### config.mk
export PLATFORM = sky130hd
export DESIGN_NAME = sssp_ctrl
export DESIGN_NICKNAME = d
export VERILOG_FILES = /design/src/design/sssp_pkg.sv /design/src/design/sssp_ctrl.sv
export SDC_FILE = /design/constraint.sdc
export NUM_CORES = 1
export LEC_CHECK = 0
export ABC_CLOCK_PERIOD_IN_PS = 2200
export BUFFER_PORTS_ARGS = -buffer_cell sky130_fd_sc_hd__buf_2
export CORE_UTILIZATION = 56
export CTS_CLUSTER_DIAMETER = 120
export DETAILED_ROUTE_END_ITERATION = 8
export HOLD_SLACK_MARGIN = 0.06
export PLACE_DENSITY = 0.74
export SYNTH_ARGS = -nofsm -noshare
export SYNTH_HDL_FRONTEND = slang
export SYNTH_SLANG_ARGS = --single-unit
### constraint.sdc
create_clock -name i_clk -period 2.2 [get_ports i_clk]
set_input_delay 0.11 -clock i_clk [delete_from_list [all_inputs] [get_ports i_clk]]
set_output_delay 0.11 -clock i_clk [all_outputs]
set_load 0.01 [all_outputs]
### src/design/sssp_pkg.sv
// Shared types and constants for the single-source shortest paths block.
// Used by the controller, the datapath and the top level; depends on nothing.
package sssp_pkg;

    localparam int MAX_NODES   = 64;
    localparam int NODE_BITS   = $clog2(MAX_NODES);
    localparam int COUNT_BITS  = NODE_BITS + 1;
    localparam int WEIGHT_BITS = 16;
    localparam int DIST_BITS   = 22;
    localparam int ADJ_DEPTH   = MAX_NODES * MAX_NODES;
    localparam int ADJ_ABITS   = 2 * NODE_BITS;
    localparam int CFG_BITS    = 7;

    localparam logic [DIST_BITS-1:0]  DIST_MAX      = '1;
    localparam logic [COUNT_BITS-1:0] NODE_COUNT_RST = COUNT_BITS'(MAX_NODES);

    // configuration register indexes
    localparam logic CFG_NODE_COUNT  = 1'b0;
    localparam logic CFG_SOURCE_NODE = 1'b1;

    typedef struct packed {
        logic [5:0]  node_a;
        logic [5:0]  node_b;
        logic [15:0] edge_weight;
        logic        last_edge;
    } t_edge_in;

    typedef struct packed {
        logic [5:0]  node_index;
        logic [21:0] distance;
        logic        reachable;
        logic        last_result;
    } t_result;

    typedef struct packed {
        logic                   vld;
        logic [WEIGHT_BITS-1:0] w;
    } t_adj;

    typedef enum logic [3:0] {
        OP_IDLE,
        OP_CLEAR,
        OP_EDGE_WR1,
        OP_EDGE_WR2,
        OP_INIT,
        OP_SCAN,
        OP_SCAN_WAIT,
        OP_DECIDE,
        OP_RELAX,
        OP_RELAX_WAIT,
        OP_OUT,
        OP_OUT_WAIT
    } t_op;

    typedef struct packed {
        t_op  op;
        logic accept;
    } t_cmd;

    typedef struct packed {
        logic last_node;
        logic last_cell;
        logic found;
        logic last_edge;
    } t_status;

endpackage

### src/design/sssp_ctrl.sv
// Sequencer for edge load, array-scan solve, result readout and store clearing.
// Depends on sssp_pkg; drives the datapath through t_cmd and reads t_status.
module sssp_ctrl (
    input  logic              i_clk,
    input  logic              i_rst_n,
    input  logic              i_start,
    input  sssp_pkg::t_status i_status,
    output sssp_pkg::t_cmd    o_cmd,
    output logic              o_busy
);
    import sssp_pkg::*;

    typedef enum logic [11:0] {
        S_CLEAR      = 12'b0000_0000_0001,
        S_IDLE       = 12'b0000_0000_0010,
        S_EDGE_WR1   = 12'b0000_0000_0100,
        S_EDGE_WR2   = 12'b0000_0000_1000,
        S_INIT       = 12'b0000_0001_0000,
        S_SCAN       = 12'b0000_0010_0000,
        S_SCAN_WAIT  = 12'b0000_0100_0000,
        S_DECIDE     = 12'b0000_1000_0000,
        S_RELAX      = 12'b0001_0000_0000,
        S_RELAX_WAIT = 12'b0010_0000_0000,
        S_OUT        = 12'b0100_0000_0000,
        S_OUT_WAIT   = 12'b1000_0000_0000
    } t_state;

    t_state r_state;
    t_state n_state;

    always_ff @(posedge i_clk) begin
        if (!i_rst_n) begin
            r_state <= S_CLEAR;
        end else begin
            r_state <= n_state;
        end
    end

    always_comb begin
        n_state      = r_state;
        o_cmd.op     = OP_IDLE;
        o_cmd.accept = 1'b0;
        unique case (r_state)
            S_CLEAR: begin
                o_cmd.op = OP_CLEAR;
                if (i_status.last_cell) n_state = S_IDLE;
            end
            S_IDLE: begin
                o_cmd.op = OP_IDLE;
                if (i_start) begin
                    o_cmd.accept = 1'b1;
                    n_state      = S_EDGE_WR1;
                end
            end
            S_EDGE_WR1: begin
                o_cmd.op = OP_EDGE_WR1;
                n_state  = S_EDGE_WR2;
            end
            S_EDGE_WR2: begin
                o_cmd.op = OP_EDGE_WR2;
                n_state  = i_status.last_edge ? S_INIT : S_IDLE;
            end
            S_INIT: begin
                o_cmd.op = OP_INIT;
                n_state  = S_SCAN;
            end
            S_SCAN: begin
                o_cmd.op = OP_SCAN;
                if (i_status.last_node) n_state = S_SCAN_WAIT;
            end
            S_SCAN_WAIT: begin
                o_cmd.op = OP_SCAN_WAIT;
                n_state  = S_DECIDE;
            end
            S_DECIDE: begin
                o_cmd.op = OP_DECIDE;
                n_state  = i_status.found ? S_RELAX : S_OUT;
            end
            S_RELAX: begin
                o_cmd.op = OP_RELAX;
                if (i_status.last_node) n_state = S_RELAX_WAIT;
            end
            S_RELAX_WAIT: begin
                o_cmd.op = OP_RELAX_WAIT;
                n_state  = S_SCAN;
            end
            S_OUT: begin
                o_cmd.op = OP_OUT;
                if (i_status.last_node) n_state = S_OUT_WAIT;
            end
            S_OUT_WAIT: begin
                o_cmd.op = OP_OUT_WAIT;
                n_state  = S_CLEAR;
            end
            default: begin
                n_state = S_CLEAR;
            end
        endcase
    end

    assign o_busy = (r_state != S_IDLE);

endmodule

==> flow_summary.yaml <==
status:
  failed_checks: "DRC"
  status: "complete, but fails checks"
synthesis:
  synthDominantAreaCellType: "sky130_fd_sc_hd__dfxtp_1"
  synth_net_count: 134
  synth_compound_gate_area_share_pct: 18.3
  ys_types: 38
  synthTopCellsByArea: "sky130_fd_sc_hd__dfxtp_1 (25%), sky130_fd_sc_hd__nor2_1 (7.3%), sky130_fd_sc_hd__nor4_4 (6.6%)"
  syn_avg_cell_area_um2: 7.66
  synth-seq-cells: 12
  multiplexer_share_of_the_synthesized_area_pct: 1.03
  synth_most_common_cell: "sky130_fd_sc_hd__nor2_1"
  mappedNetlistArea_um2: 973
  netlist.area_leader.share_pct: 24.7
  gate_count_post_synth: 127
  dominantRegCellSynth: "sky130_fd_sc_hd__dfxtp_1"
  ys.warnings.count: 0
  netlist_top_cells_count: "sky130_fd_sc_hd__nor2_1 (19), sky130_fd_sc_hd__dfxtp_1 (12), sky130_fd_sc_hd__nand2_1 (10)"
  async_flop_share_pct: 0
  synth_edf_count: 0
  synth_top_family_by_area: "simple AND/OR/NAND/NOR gates"
  yosys.area_share.simple_pct: 39.7
  synth-seq-area-share_pct: 24.7
  synth-xor-area-share_pct: 6.30
  synth-adder-area-share_pct: 0
power_and_ir_drop:
  power.sequential.fraction_pct: 41.1
  p_leak_nw: 0.394
  intPower_uw: 432
  p_comb_share_pct: 32.3
  irDropWorstVdd_uv: 466
  power.net_switching_uw: 246
  power.share.clock_pct: 26.6
  power-per-cell-area_nw_per_um2: 657
  power_uw: 677
  power.share.switching_pct: 36.3
floorplan:
  design.portCount: 13
  floorplan.initialDensity_pct: 62.4
  row_count: 14
  floorplan.die_area_um2: 1910
  core_area_um2: 1560
  die_height_um: 43.7
  die_w_um: 43.7
layout:
  design.final.nets: 142
  final_design_area_no_fill_um2: 1030
  largest_registers: "r_state x12"
  stdcell_count: 150
  registers.top_by_ff_count: "r_state"
  largest_reg_flops: 12
  n_antenna_cell: 0
  area_growth_pct: 5.91
  drive_gt1_share_pct: 20.1
global_routing:
  via_count_of_the_first_global_routing_pass: 869
  pin_count_of_the_biggest_net_entering_global_routing: 14
  grt_remaining_overflow: 0
  grt_usage_pct: 26.2
  grt_pass1_wl_um: 3760
  number_of_antenna_violations_at_the_first_check_in_global_routing: 0
timing:
  layout_worst_path_cycle_share_pct: 94.8
  slew-limit-headroom_pct: 68.4
  grt_setup_unrepaired: "no"
  setup_violations: 0
  tns_ps: 0
  timing.fmax_mhz: 479
  period_minus_slack_ps: 2090
  slew_violations: 0
  finalClockSkew_ps: 3.87
  tightestPinTransition_ps: 468
  finalHoldViolCount: 0
clock_network:
  clock_tree_from_tritoncts: "done"
  cts_num_sinks: 12
  cts_hold_buf: 0
  htreeDepth: 1
  clk_pin_slew_ps: 80
  cts_max_path_buffers: 2
  clock_tree.root_cell: "sky130_fd_sc_hd__clkbuf_4"
  clock_latency_ps: 280
  cts_made_buffers: 3
critical_path:
  source_of_the_critical_timing_path: "r_state[3]$_SDFFE_PN0P_"
  reg2regPathDepth: 5
  register_to_register_setup_slack_ps: 290
  startpoint_type_of_the_worst_setup_path: "flop"
  worst_ep_required_time_ps: 2090
  worst_path_dominant_cell_family: "simple AND/OR/NAND/NOR gates"
  timing.rr.end: "r_state[9]$_SDFFE_PN0P_"
  worst_path_cell_trace: "nor4_4 -> nand2_2 -> or4_1 -> o31ai_1 -> buf_2"
  worstSetupEndpointType: "output port"
  cp_slowest_stage_delay_ps: 480
  worst_r2r_startpoint: "r_state[5]$_SDFFE_PN0P_"
  path_class: "flop to output port"
  cp_bufs_invs: 1
  worst-path-max-fanout: 11
  cp_data_arrival_time_ps: 1980
  worst_path_max_delay_cell: "sky130_fd_sc_hd__or4_1"
run:
  max_cap_violations: 0
worst_hold_path:
  min_path_cells: 3
  min_from: "i_status[0]"
  hold_path.class: "input pin to flop"
  worst_case_hold_path_end_point: "r_state[4]$_SDFFE_PN0P_"
route:
  starting_drc_count_in_detailed_routing: 53
  avgViaCountPerCell: 6.35
  drt_drc_violations_left: 1
  routed_wl_um: 2310
  total_number_of_vias: 953
  wl_per_cell_um: 15.4
  drt.antenna.violating_nets: 0
  drt-pass1-iter-count: 9
place:
  gp_routability_congestion: 0.885
  post-place-cells: 143
  io_buffers: 12
  place_area_um2: 971
  detailedPlacementHpwl_um: 1650
==> layer usage <==
layer,wire length [um],part of all wire (%),vias up,GRT usage (%)
met5,0,0,-,0
met4,25,1.1,0,5.00
met3,182,7.9,4,8.33
met2,1090,47,43,43.6
met1,1010,44,438,33.2
li1,-,-,468,-
==> through the flow <==
stage	setup slack, ps	hold WS, ps	util [%]
6_report	114	103	66.1
5_1_grt	1.77	132	66.1
3_5_place_dp	368	394	62.3
4_1_cts	65.4	100	64.6
2_1_floorplan	609	201	-
3_3_place_gp	395	393	62.3
==> worst max-delay path by stage <==
stage / end / slack [ps] / cells past startpoint
after floorplan: o_cmd[2] / 610 / 5
after global placement: o_cmd[2] / 390 / 5
after detailed placement: o_cmd[2] / 370 / 5
after CTS: o_cmd[2] / 70 / 5
after global routing: o_cmd[2] / 2 / 5
final: o_cmd[2] / 110 / 5
==> logic make-up (layout without fill, tap and decap cells) <==
group,after synthesis,in the layout
compound gates,25,25
simple gates,66,66
xor+xnor,7,7
buf+inv,16,23
flops,12,12
mux,1,1
==> power by group through the flow <==
stage | Sequential (mW) | Combinational [mW] | Clock, mW
final | 0.279 | 0.219 | 0.180
after global routing | 0.283 | 0.237 | 0.192
after floorplan | 0.245 | 0.201 | 0
after CTS | 0.276 | 0.210 | 0.183
after global placement | 0.280 | 0.204 | 0
after detailed placement | 0.282 | 0.209 | 0
==> area by class of cell <==
class,instances,area (um2)
inverters,4,15.0
clock buffers,4,36.3
repair buffers,15,82.6
multi-input cells,99,636
well taps,16,20.0
flip-flops and latches,12,241
fillers,141,528
==> placed cells by master, fill, tap and decap left out, types with 2 or more instances in the layout <==
cell and n:
sky130_fd_sc_hd__nor2_1 19, sky130_fd_sc_hd__clkbuf_4 3, sky130_fd_sc_hd__buf_4 3, sky130_fd_sc_hd__nor4_1 4
sky130_fd_sc_hd__buf_2 12, sky130_fd_sc_hd__a32oi_1 2, sky130_fd_sc_hd__inv_1 4, sky130_fd_sc_hd__o21ai_0 6
sky130_fd_sc_hd__nor3_1 9, sky130_fd_sc_hd__xnor2_1 2, sky130_fd_sc_hd__o311ai_0 2, sky130_fd_sc_hd__nand2_1 10
sky130_fd_sc_hd__o21a_1 3, sky130_fd_sc_hd__nand4_1 2, sky130_fd_sc_hd__xor2_1 5, sky130_fd_sc_hd__nand3b_1 2
sky130_fd_sc_hd__nor3b_1 3, sky130_fd_sc_hd__nor2b_1 4, sky130_fd_sc_hd__a21oi_1 6, sky130_fd_sc_hd__dfxtp_1 11
sky130_fd_sc_hd__nand3_1 2, sky130_fd_sc_hd__nor4_4 3
==> repair_timing <==
action                     CTS  global route
resized for setup            0             1
setup buffers                0             3
setup endpoints to repair    0             2
==> worst reg2reg max path: stages (launching register included) <==
cell and delay, ps:
sky130_fd_sc_hd__dfxtp_1 550, sky130_fd_sc_hd__nor4b_1 460, sky130_fd_sc_hd__a32oi_1 210, sky130_fd_sc_hd__o31ai_4 330
sky130_fd_sc_hd__or2_4 210, sky130_fd_sc_hd__nor2_1 50
(Power assumes the default switching activity.)
